**src/rtl/mcsr_pkg.sv**
```systemverilog
`timescale 1ns / 1ps
// ----------------------------------------------------------------------------
// mcsr_pkg: shared constants and types for the feed-cycle motor controller
// sizes, register indexes, phase codes and event codes
// ----------------------------------------------------------------------------
package mcsr_pkg;

    localparam int FILTER_DEPTH = 8;
    localparam int STAMP_WIDTH  = 32;
    localparam int SLOT_W       = (FILTER_DEPTH > 1) ? $clog2(FILTER_DEPTH) : 1;
    localparam int FILL_W       = $clog2(FILTER_DEPTH + 1);
    localparam int SUM_W        = 13 + $clog2(FILTER_DEPTH + 1);
    localparam int DIV_W        = 22;

    // ceil(2^23 / 31): mv * 1000 / 620 is (mv * 50) / 31
    localparam logic [18:0] MA_RECIP = 19'd270601;

    localparam logic [12:0] DEFAULT_THRESHOLD = 13'd80;
    localparam logic [12:0] STALL_MARGIN      = 13'd20;

    typedef enum logic [1:0] {
        PH_IDLE  = 2'd0,
        PH_FWD   = 2'd1,
        PH_REV   = 2'd2,
        PH_FAULT = 2'd3
    } phase_t;

    typedef enum logic [1:0] {
        EV_NONE     = 2'd0,
        EV_COMPLETE = 2'd1,
        EV_FAULT    = 2'd2,
        EV_TIMEOUT  = 2'd3
    } event_t;

    localparam logic [2:0] REG_LIMIT_EN  = 3'd0;
    localparam logic [2:0] REG_TIMEOUT   = 3'd1;
    localparam logic [2:0] REG_INTERVAL  = 3'd2;
    localparam logic [2:0] REG_BLANKING  = 3'd3;
    localparam logic [2:0] REG_CAL_DELAY = 3'd4;
    localparam logic [2:0] REG_PAUSE     = 3'd5;
    localparam logic [2:0] REG_NORMAL    = 3'd6;
    localparam logic [2:0] REG_STALL     = 3'd7;

    // input word fields
    typedef struct packed {
        logic        power_save;
        logic [11:0] shunt_mv;
        logic        sample_valid;
        logic        limit_level;
        logic        limit_event;
        logic        clear_fault;
        logic        start_request;
    } in_word_t;

    // request to and answer from the filter unit
    typedef struct packed {
        logic        start;
        logic [11:0] mv;
    } filt_req_t;

    typedef struct packed {
        logic        done;
        logic [12:0] mean;
    } filt_rsp_t;

endpackage

```
**src/rtl/mcsr_filter.sv**
```systemverilog
`timescale 1ns / 1ps
// ----------------------------------------------------------------------------
// mcsr_filter: sample conversion and running mean
// converts mv to ma with a reciprocal multiply, then sums the store one
// entry a cycle and divides by the fill count with a shift-subtract divider
// ----------------------------------------------------------------------------
module mcsr_filter (
    input  logic               clk,
    input  logic               rst_n,
    input  mcsr_pkg::filt_req_t req,
    output mcsr_pkg::filt_rsp_t rsp
);
    import mcsr_pkg::*;

    typedef enum logic [2:0] {S_IDLE, S_CONV, S_STORE, S_SUM, S_MEAN, S_DONE} st_t;

    st_t                st_reg;
    logic [12:0]        store_reg [FILTER_DEPTH];
    logic [SLOT_W-1:0]  slot_reg;
    logic [FILL_W-1:0]  fill_reg;
    logic [FILL_W-1:0]  idx_reg;
    logic [SUM_W-1:0]   sum_reg;
    logic [17:0]        conv_reg;
    logic [DIV_W-1:0]   num_reg;
    logic [DIV_W-1:0]   quo_reg;
    logic [DIV_W-1:0]   rem_reg;
    logic [DIV_W-1:0]   den_reg;
    logic [4:0]         bit_reg;
    logic [12:0]        mean_reg;

    // mv * 50 times the reciprocal of 31, quotient in bits 23 and up
    logic [36:0] conv_prod;
    assign conv_prod = {19'b0, conv_reg} * {18'b0, MA_RECIP};

    // one restoring division step
    logic [DIV_W-1:0] rem_sh;
    logic             fits;
    always_comb
    begin
        rem_sh = {rem_reg[DIV_W-2:0], num_reg[bit_reg]};
        fits   = rem_sh >= den_reg;
    end

    always_ff @(posedge clk or negedge rst_n)
    begin
        if (!rst_n)
        begin
            st_reg   <= S_IDLE;
            slot_reg <= '0;
            fill_reg <= '0;
            mean_reg <= '0;
            for (int i = 0; i < FILTER_DEPTH; i++)
                store_reg[i] <= '0;
        end
        else
        begin
            case (st_reg)
                S_IDLE:
                begin
                    if (req.start)
                    begin
                        conv_reg <= {1'b0, req.mv, 5'b0} + {2'b0, req.mv, 4'b0}
                                    + {5'b0, req.mv, 1'b0};
                        st_reg   <= S_CONV;
                    end
                end
                S_CONV:
                begin
                    quo_reg <= DIV_W'(conv_prod[36:23]);
                    st_reg  <= S_STORE;
                end
                S_MEAN:
                begin
                    rem_reg <= fits ? rem_sh - den_reg : rem_sh;
                    quo_reg <= {quo_reg[DIV_W-2:0], fits};
                    if (bit_reg == 5'd0)
                        st_reg <= S_DONE;
                    else
                        bit_reg <= bit_reg - 5'd1;
                end
                S_STORE:
                begin
                    store_reg[slot_reg] <= quo_reg[12:0];
                    slot_reg <= (slot_reg == SLOT_W'(FILTER_DEPTH - 1)) ? '0
                                : slot_reg + SLOT_W'(1);
                    if (fill_reg < FILL_W'(FILTER_DEPTH))
                        fill_reg <= fill_reg + FILL_W'(1);
                    idx_reg <= '0;
                    sum_reg <= '0;
                    st_reg  <= S_SUM;
                end
                S_SUM:
                begin
                    if (idx_reg == fill_reg)
                    begin
                        num_reg <= DIV_W'(sum_reg);
                        den_reg <= DIV_W'(fill_reg);
                        rem_reg <= '0;
                        quo_reg <= '0;
                        bit_reg <= 5'(DIV_W - 1);
                        st_reg  <= S_MEAN;
                    end
                    else
                    begin
                        sum_reg <= sum_reg + SUM_W'(store_reg[idx_reg[SLOT_W-1:0]]);
                        idx_reg <= idx_reg + FILL_W'(1);
                    end
                end
                S_DONE:
                begin
                    mean_reg <= quo_reg[12:0];
                    st_reg   <= S_IDLE;
                end
                default: st_reg <= S_IDLE;
            endcase
        end
    end

    assign rsp.done = (st_reg == S_DONE);
    assign rsp.mean = quo_reg[12:0];

endmodule

```
**src/rtl/motor_cycle_stall_reverse_ctrl_unit.sv**
```systemverilog
`timescale 1ns / 1ps
// ----------------------------------------------------------------------------
// motor_cycle_stall_reverse_ctrl_unit: feed-cycle motor controller top level
// sequence: each tick word passes T_FILT, T_PROC and T_OUT; with a current sample it
//   waits in T_FILT for the filter unit (one reciprocal multiply, a summing pass over the
//   filled store entries and a 22-step division by the fill count)
// flow: the unit takes no tick word while busy or while its result word waits
// reset: asynchronous, active low; configuration and state registers return to their defaults
// ----------------------------------------------------------------------------
module motor_cycle_stall_reverse_ctrl_unit (
    input  logic        clk,
    input  logic        rst_n,
    input  logic        s_tvalid,
    output logic        s_tready,
    // start_request, clear_fault, limit_event, limit_level, sample_valid,
    // shunt_mv[11:0], power_save, zero fill
    input  logic [23:0] s_tdata,
    output logic        m_tvalid,
    input  logic        m_tready,
    // drive_a, drive_b, cycle_state[1:0], motor_running, avg_current[12:0],
    // threshold_ma[12:0], event_code[1:0], start_accepted, zero fill
    output logic [39:0] m_tdata,
    input  logic        cfg_valid,
    output logic        cfg_ready,
    input  logic [2:0]  cfg_index,
    input  logic [15:0] cfg_data
);
    import mcsr_pkg::*;

    typedef enum logic [1:0] {T_IDLE, T_FILT, T_PROC, T_OUT} tst_t;
    localparam logic [STAMP_WIDTH-1:0] ONE = STAMP_WIDTH'(1);

    tst_t              tst_reg;
    in_word_t          in_reg;
    logic              lim_en_reg;
    logic [15:0]       timeout_reg, blank_ms_reg, cal_reg, pause_reg;
    logic [9:0]        intv_reg;
    logic [12:0]       normal_reg, stall_reg;
    logic [STAMP_WIDTH-1:0] now_reg, start_st_reg, blank_st_reg, check_st_reg, pend_st_reg;
    phase_t            phase_reg;
    logic              running_reg, dir_rev_reg, calib_reg, latched_reg, blanked_reg;
    logic              check_v_reg, lim_pend_reg, pend_rev_reg, pend_fwd_reg;
    logic [15:0]       elapsed_reg;
    logic [12:0]       thr_reg, mean_reg;
    logic [1:0]        evcnt_reg, confirm_reg;
    event_t            ev_reg;
    logic              acc_reg;
    logic [39:0]       out_reg;
    logic              out_v_reg;
    logic              filt_busy_reg;
    filt_req_t         freq;
    filt_rsp_t         frsp;

    mcsr_filter u_filter (.clk(clk), .rst_n(rst_n), .req(freq), .rsp(frsp));

    // configuration only between tick words, and it wins over a new tick word
    assign cfg_ready = (tst_reg == T_IDLE) && !out_v_reg;
    assign s_tready  = (tst_reg == T_IDLE) && !out_v_reg && !cfg_valid;
    assign m_tvalid  = out_v_reg;
    assign m_tdata   = out_reg;
    assign freq.start = (tst_reg == T_FILT) && in_reg.sample_valid && !frsp.done
                        && !filt_busy_reg;
    assign freq.mv    = in_reg.shunt_mv;

    // cycle process on the registered tick state
    logic [STAMP_WIDTH-1:0] pn;
    phase_t ph;
    logic run, dr, cal, lat, blk, chk, lp, prv, pfw;
    logic [15:0] el;
    logic [12:0] thr;
    logic [1:0] ec, cc;
    logic [STAMP_WIDTH-1:0] sst, bst, cst, pst;
    event_t ev;
    logic acc, skip;
    logic [13:0] thr_m;

    always_comb
    begin
        pn = now_reg; ph = phase_reg; run = running_reg; dr = dir_rev_reg;
        cal = calib_reg; lat = latched_reg; blk = blanked_reg; chk = check_v_reg;
        lp = lim_pend_reg; prv = pend_rev_reg; pfw = pend_fwd_reg; el = elapsed_reg;
        thr = thr_reg; ec = evcnt_reg; cc = confirm_reg; sst = start_st_reg;
        bst = blank_st_reg; cst = check_st_reg; pst = pend_st_reg;
        ev = EV_NONE; acc = 1'b0; skip = 1'b0; thr_m = '0;

        if (run)
        begin
            el = el + 16'd1;
            if (el >= timeout_reg)
            begin
                ph = PH_IDLE; run = 1'b0; el = '0;
                ec = '0; lat = 0; blk = 0; bst = '0; cst = '0; chk = 0; cal = 0;
                thr = DEFAULT_THRESHOLD; prv = 0; pfw = 0; ev = EV_TIMEOUT;
            end
        end
        if (in_reg.clear_fault && ph == PH_FAULT)
        begin
            ph = PH_IDLE;
            ec = '0; lat = 0; blk = 0; bst = '0; cst = '0; chk = 0; cal = 0;
            thr = DEFAULT_THRESHOLD;
        end
        if (in_reg.start_request && !in_reg.power_save)
        begin
            if (ph == PH_FAULT || ph == PH_IDLE)
            begin
                ph = PH_FWD;
                ec = '0; lat = 0; blk = 0; bst = '0; cst = '0; chk = 0;
                thr = DEFAULT_THRESHOLD;
                dr = 0; el = '0; run = 1; sst = pn; cal = 0; acc = 1;
            end
        end
        if (in_reg.limit_event && lim_en_reg && !in_reg.limit_level &&
            (pn - sst) >= STAMP_WIDTH'(cal_reg))
        begin
            run = 0; el = '0; lp = 1;
        end

        if (lp)
        begin
            lp = 0;
            if (ph == PH_FWD)
            begin
                ph = PH_IDLE;
                ec = '0; lat = 0; blk = 0; bst = '0; cst = '0; chk = 0; cal = 0;
                thr = DEFAULT_THRESHOLD; ev = EV_COMPLETE;
            end
            else if (ph == PH_REV)
            begin
                ph = PH_FWD; blk = 1; bst = pn; run = 0; el = '0; pfw = 1; pst = pn;
            end
        end
        if (ph == PH_IDLE || ph == PH_FAULT)
            skip = 1;
        if (!skip)
        begin
            if (prv && (pn - pst) >= STAMP_WIDTH'(pause_reg))
            begin
                prv = 0; dr = 1; el = '0; run = 1; sst = pn; cal = 0;
                blk = 1; bst = pn; lat = 1;
            end
            if (pfw && (pn - pst) >= STAMP_WIDTH'(pause_reg))
            begin
                pfw = 0; dr = 0; el = '0; run = 1; sst = pn; cal = 0;
                blk = 1; bst = pn;
            end
            if (chk && (pn - cst) < STAMP_WIDTH'(intv_reg))
                skip = 1;
        end
        if (!skip)
        begin
            cst = pn; chk = 1;
            if (blk)
            begin
                if ((pn - bst) >= STAMP_WIDTH'(blank_ms_reg))
                begin
                    blk = 0; lat = 0;
                end
                else
                    skip = 1;
            end
        end
        if (!skip)
        begin
            if (run && !cal && (pn - sst) >= STAMP_WIDTH'(cal_reg) && mean_reg != '0)
            begin
                if (mean_reg <= normal_reg)     thr = normal_reg;
                else if (mean_reg < stall_reg)  thr = mean_reg;
                else                            thr = DEFAULT_THRESHOLD;
                cal = 1;
            end
            thr_m = {1'b0, thr} + {1'b0, STALL_MARGIN};
            if ({1'b0, mean_reg} > thr_m && (pn - sst) >= STAMP_WIDTH'(cal_reg))
            begin
                cc = cc + 2'd1;
                if (cc >= 2'd2)
                begin
                    if (!lat)
                    begin
                        lat = 1;
                        ec = ec + 2'd1;
                        if (ec >= 2'd2 || ph == PH_REV)
                        begin
                            run = 0; el = '0; ph = PH_FAULT; ev = EV_FAULT;
                        end
                        else
                        begin
                            run = 0; el = '0; ph = PH_REV; prv = 1; pst = pn; lat = 1;
                        end
                    end
                    cc = '0;
                end
            end
            else if (mean_reg < thr)
            begin
                lat = 0; cc = '0;
            end
        end
    end

    // tick sequencer, state and configuration registers
    always_ff @(posedge clk or negedge rst_n)
    begin
        if (!rst_n)
        begin
            tst_reg <= T_IDLE; out_v_reg <= 0; filt_busy_reg <= 0;
            lim_en_reg <= 1; timeout_reg <= 16'd20000; intv_reg <= 10'd20;
            blank_ms_reg <= 16'd1000; cal_reg <= 16'd1500; pause_reg <= 16'd300;
            normal_reg <= 13'd70; stall_reg <= 13'd150;
            now_reg <= '0; phase_reg <= PH_IDLE; running_reg <= 0; dir_rev_reg <= 0;
            elapsed_reg <= '0; start_st_reg <= '0; thr_reg <= DEFAULT_THRESHOLD;
            calib_reg <= 0; evcnt_reg <= '0; latched_reg <= 0; blanked_reg <= 0;
            blank_st_reg <= '0; check_st_reg <= '0; check_v_reg <= 0;
            lim_pend_reg <= 0; pend_rev_reg <= 0; pend_fwd_reg <= 0;
            pend_st_reg <= '0; confirm_reg <= '0; mean_reg <= '0;
        end
        else
        begin
            if (out_v_reg && m_tready)
                out_v_reg <= 0;
            if (cfg_valid && cfg_ready)
            begin
                case (cfg_index)
                    REG_LIMIT_EN:
                    begin
                        lim_en_reg <= cfg_data[0];
                        if (!cfg_data[0]) lim_pend_reg <= 0;
                    end
                    REG_TIMEOUT:   timeout_reg  <= cfg_data;
                    REG_INTERVAL:  intv_reg     <= cfg_data[9:0];
                    REG_BLANKING:  blank_ms_reg <= cfg_data;
                    REG_CAL_DELAY: cal_reg      <= cfg_data;
                    REG_PAUSE:     pause_reg    <= cfg_data;
                    REG_NORMAL:    normal_reg   <= cfg_data[12:0];
                    REG_STALL:     stall_reg    <= cfg_data[12:0];
                    default: ;
                endcase
            end
            case (tst_reg)
                T_IDLE:
                begin
                    if (s_tvalid && s_tready)
                    begin
                        in_reg  <= in_word_t'(s_tdata[17:0]);
                        now_reg <= now_reg + ONE;
                        tst_reg <= T_FILT;
                    end
                end
                T_FILT:
                begin
                    if (!in_reg.sample_valid)
                        tst_reg <= T_PROC;
                    else if (frsp.done)
                    begin
                        mean_reg <= frsp.mean; filt_busy_reg <= 0; tst_reg <= T_PROC;
                    end
                    else
                        filt_busy_reg <= 1;
                end
                T_PROC:
                begin
                    phase_reg <= ph; running_reg <= run; dir_rev_reg <= dr;
                    calib_reg <= cal; latched_reg <= lat; blanked_reg <= blk;
                    check_v_reg <= chk; lim_pend_reg <= lp; pend_rev_reg <= prv;
                    pend_fwd_reg <= pfw; elapsed_reg <= el; thr_reg <= thr;
                    evcnt_reg <= ec; confirm_reg <= cc; start_st_reg <= sst;
                    blank_st_reg <= bst; check_st_reg <= cst; pend_st_reg <= pst;
                    ev_reg <= ev; acc_reg <= acc;
                    tst_reg <= T_OUT;
                end
                T_OUT:
                begin
                    out_reg <= {6'b0, acc_reg, ev_reg, thr_reg, mean_reg, running_reg,
                                phase_reg, running_reg && dir_rev_reg,
                                running_reg && !dir_rev_reg};
                    out_v_reg <= 1;
                    tst_reg   <= T_IDLE;
                end
                default: tst_reg <= T_IDLE;
            endcase
        end
    end

endmodule

```
**config.mk**
```make
export PLATFORM = sky130hd
export DESIGN_NAME = motor_cycle_stall_reverse_ctrl_unit
export DESIGN_NICKNAME = d
export VERILOG_FILES = /design/src/rtl/mcsr_pkg.sv /design/src/rtl/mcsr_filter.sv /design/src/rtl/motor_cycle_stall_reverse_ctrl_unit.sv
export SDC_FILE = /design/constraint.sdc
export NUM_CORES = 2
export LEC_CHECK = 0
export BUFFER_PORTS_ARGS = -buffer_cell sky130_fd_sc_hd__buf_2
export CORE_MARGIN = 2
export CORE_UTILIZATION = 46
export CTS_BUF_LIST = sky130_fd_sc_hd__clkbuf_8
export DETAILED_ROUTE_END_ITERATION = 7
export GPL_TIMING_DRIVEN = 0
export PLACE_DENSITY = 0.58
export SYNTH_ARGS = -nofsm -noshare
export SYNTH_HDL_FRONTEND = slang
export SYNTH_SLANG_ARGS = --single-unit
export TNS_END_PERCENT = 5
```
**constraint.sdc**
```tcl
create_clock -name clk -period 31.6 [get_ports clk]
set_input_delay 4.74 -clock clk [delete_from_list [all_inputs] [get_ports clk]]
set_output_delay 4.74 -clock clk [all_outputs]
set_load 0.02 [all_outputs]
```
==> flow_summary.yaml <==
global_routing:
  wire_length_of_the_first_global_routing_pass_microns: 194000
  first_global_vias: 32900
  overall_global_routing_resource_usage_pct: 26.7
  largest_net_degree_at_the_start_of_global_routing: 113
  antenna_violations_before_repair: 6
  gr-total-overflow: 0
placement:
  place_hpwl_microns: 96800
  portBuffers: 78
  pre_cts_ws_ns: 0.418
  place_area_sq_um: 44100
  finalWeightedCongestion: 0.926
  dp.cells: 5586
worst_setup_path:
  worst-path-buf-inv: 13
  endpoint_kind: "flop"
  cp_slowest_stage_delay_ns: 0.59
  critical_path_class: "flop to flop"
  worst_path_dominant_cell_family: "compound AO/OA/AOI/OAI gates"
  crit_slowest_cell: "sky130_fd_sc_hd__or4_4"
  cp_data_required_time_ns: 32.25
  critical_path.startpoint_type: "flop"
  worst_ep_arrival_time_ns: 30.20
  cp_max_fanout: 10
outcome:
  outcome: "finished, final reports clean"
final_layout:
  multiInputGateArea_sq_um: 24700
  layout.area.seq_sq_um: 15500
  post-route-util_pct: 51.5
  finalNonFillerCells: 5796
  final_net_count: 5044
  areaGrowthSynthToFinish_pct: 10.6
  layout_commonest_cell: "sky130_fd_sc_hd__ha_1"
  final_area_sq_um: 46500
  post_route_cells_drive_above_1_share_pct: 13.2
  layout.cells.most_common_list: "sky130_fd_sc_hd__ha_1, sky130_fd_sc_hd__dfrtp_1, sky130_fd_sc_hd__nand2_1"
  number_of_flip_flops_in_the_largest_register: 104
  num-fill-cells: 8494
yosys:
  synth_cells: 4319
  synth_flop_cell: "sky130_fd_sc_hd__dfrtp_1"
  synth_cell_type_count: 109
  synth-edff-count: 153
  ys.warnings.count: 0
  seq_area_frac_synth_pct: 36.9
  synth_area_sq_um: 42100
  synth_seq_cells: 588
  postSynth.asyncResetShare_pct: 74.0
  syn-mean-instance-area_sq_um: 9.74
run:
  maxCapViolCount: 0
clock_network:
  tritoncts: "done"
  insertion_delay_ns: 0.82
  hold_fix_buffers_at_cts: 0
  clock_tree.htree_level_count: 3
  cts_max_path_buffers: 3
  tritoncts_num_sinks: 588
  cts_inserted_buffers: 106
  clock-root-buffer: "sky130_fd_sc_hd__clkbuf_8"
  clk_pin_slew_worst_paths_ns: 0.06
routing:
  drc: 0
  routed_wl_microns: 126000
  firstDrtPassIters: 5
  drt_iter0_drc: 2833
  final_antenna_net_count: 0
  avgViaCountPerCell: 5.86
  drt-wirelength-per-cell_microns: 21.8
  route.vias.total: 33900
sta:
  min_period_ns: 29.55
  tightestPinTransition_ns: 1.14
  timing.slew.headroom_pct: 23.2
  layout_worst_path_cycle_share_pct: 93.5
  max_freq_mhz: 33.8
  timing_hold_violations_final: 0
  setup-violations-final: 0
  rsz_0062_raised_after_global_routing: "no"
  setup_slack_ns: 2.05
  finalSetupTns_ns: 0
  slew_viol_final: 0
  worst_clock_skew_ns: 0.0678
die:
  ioPinCount: 91
  dieHeight_microns: 306
  initial_core_utilization_pct: 46.6
  die_width_microns: 306
  fp.dieArea_sq_um: 93900
  std_cell_rows: 110
  core_area_sq_um: 90300
power_and_ir_drop:
  power-per-cell-area_nw_per_um2: 89.5
  p_leak_nw: 21.6
  worst_ir_drop_vdd_mv: 0.0392
min_path:
  hold_path.class: "flop to flop"
==> worst register-to-register path: cells and delay by family (launching register included) <==
family | cells | cell delay, ns
compound gates | 53 | 11.55
simple gates | 37 | 8.14
buf+inv | 13 | 4.05
fa+ha+maj | 13 | 3.93
mux | 2 | 0.75
xor+xnor | 3 | 0.64
flops | 1 | 0.32
==> final cells by class <==
type | instances | share of cell area [%]
inverter | 289 | 2.33
sequential | 588 | 33.4
clock buffer | 132 | 3.90
timing repair buffer | 90 | 1.28
multi-input combinational | 3252 | 53.1
antenna | 5 | 0.0269
clock inverter | 69 | 1.09
buffer | 195 | 1.75
tap | 1176 | 3.16
==> cell usage after synthesis (12+ instances only) <==
cell	instances	share of area, %
sky130_fd_sc_hd__o21a_1	47	0.84
sky130_fd_sc_hd__nor2b_1	57	0.85
sky130_fd_sc_hd__o21bai_1	33	0.59
sky130_fd_sc_hd__buf_1	40	0.36
sky130_fd_sc_hd__a21oi_1	297	3.5
sky130_fd_sc_hd__nand4_1	52	0.77
sky130_fd_sc_hd__mux2_1	24	0.64
sky130_fd_sc_hd__nand2b_1	58	0.86
sky130_fd_sc_hd__xnor2_1	132	2.7
sky130_fd_sc_hd__a21o_1	111	2.0
sky130_fd_sc_hd__edfxtp_1	153	11
sky130_fd_sc_hd__or3_1	20	0.30
sky130_fd_sc_hd__dfrtp_1	401	24
sky130_fd_sc_hd__a31oi_1	35	0.52
sky130_fd_sc_hd__nand3_1	69	0.82
sky130_fd_sc_hd__and2_1	28	0.42
sky130_fd_sc_hd__clkbuf_1	130	1.2
sky130_fd_sc_hd__a22oi_1	15	0.27
sky130_fd_sc_hd__nor4_1	34	0.51
sky130_fd_sc_hd__mux2_2	196	5.2
sky130_fd_sc_hd__nand2_1	345	3.1
sky130_fd_sc_hd__mux2i_1	73	1.7
sky130_fd_sc_hd__fa_1	37	1.8
sky130_fd_sc_hd__o31a_1	12	0.25
sky130_fd_sc_hd__nor3_1	72	0.86
sky130_fd_sc_hd__buf_4	12	0.21
sky130_fd_sc_hd__a21boi_0	18	0.32
sky130_fd_sc_hd__ha_1	437	13
sky130_fd_sc_hd__and3_1	66	0.98
sky130_fd_sc_hd__inv_1	288	2.6
sky130_fd_sc_hd__o31ai_1	15	0.27
sky130_fd_sc_hd__nor2_1	267	2.4
sky130_fd_sc_hd__a211oi_1	21	0.37
sky130_fd_sc_hd__a22o_1	49	1.0
sky130_fd_sc_hd__o22ai_1	19	0.28
sky130_fd_sc_hd__xor2_1	62	1.3
sky130_fd_sc_hd__mux4_2	30	1.6
sky130_fd_sc_hd__nand3b_1	16	0.29
sky130_fd_sc_hd__o21ai_0	281	3.3
sky130_fd_sc_hd__dfstp_2	34	2.1
==> power by group <==
group,internal (mW),switching [mW],leakage (nW),total [mW]
clock network,0.424,0.363,1.32,0.787
logic,0.912,1.27,13.4,2.18
registers,1.05,0.145,6.89,1.20
==> through the flow <==
step / total power [mW] / hold WS [ns]
after floorplan: 2.77 / 0.400
after global placement: 3.32 / 0.437
after detailed placement: 3.36 / 0.444
after CTS: 4.17 / 0.458
after global routing: 4.50 / 0.478
final: 4.16 / 0.456
==> metal layers <==
layer | global-route usage, % | part of all wire [%]
met1 | 40.0 | 49
met2 | 39.3 | 42
met3 | 4.62 | 7.3
met4 | 7.85 | 2.7
met5 | 0 | 0
==> logic make-up after synthesis <==
logic type      after synthesis  synth area share [%]
buf+inv                     484                  4.49
xor+xnor                    195                  4.08
fa+ha+maj                   479                  14.9
other cells                   1               0.00891
simple gates               1143                  13.3
mux                         323                  9.23
compound gates             1106                  17.1
flops                       588                  36.9
==> final timing paths <==
check / depth (start not counted) / slack (ns) / end / from
worst max-delay path: 121 / 2.05 / pend_st_reg[14] / elapsed_reg[2]
worst min-delay path: 0 / 0.46 / u_filter.num_reg[7] / u_filter.sum_reg[7]
worst max register to register: 121 / 2.05 / pend_st_reg[14] / elapsed_reg[2]
worst min register to register: 0 / 0.46 / u_filter.num_reg[7] / u_filter.sum_reg[7]
max in group asynchronous: 3 / 26.12 / now_reg[26] / rst_n
min in group asynchronous: 1 / 3.92 / u_filter.fill_reg[1] / rst_n
==> timing repair <==
| action | CTS | global route |
|---|---|---|
| endpoints found under the setup margin | 0 | 59 |
| setup buffers | 0 | 3 |
| gates resized for setup | 0 | 11 |
Power figures use the tool's default switching activity.
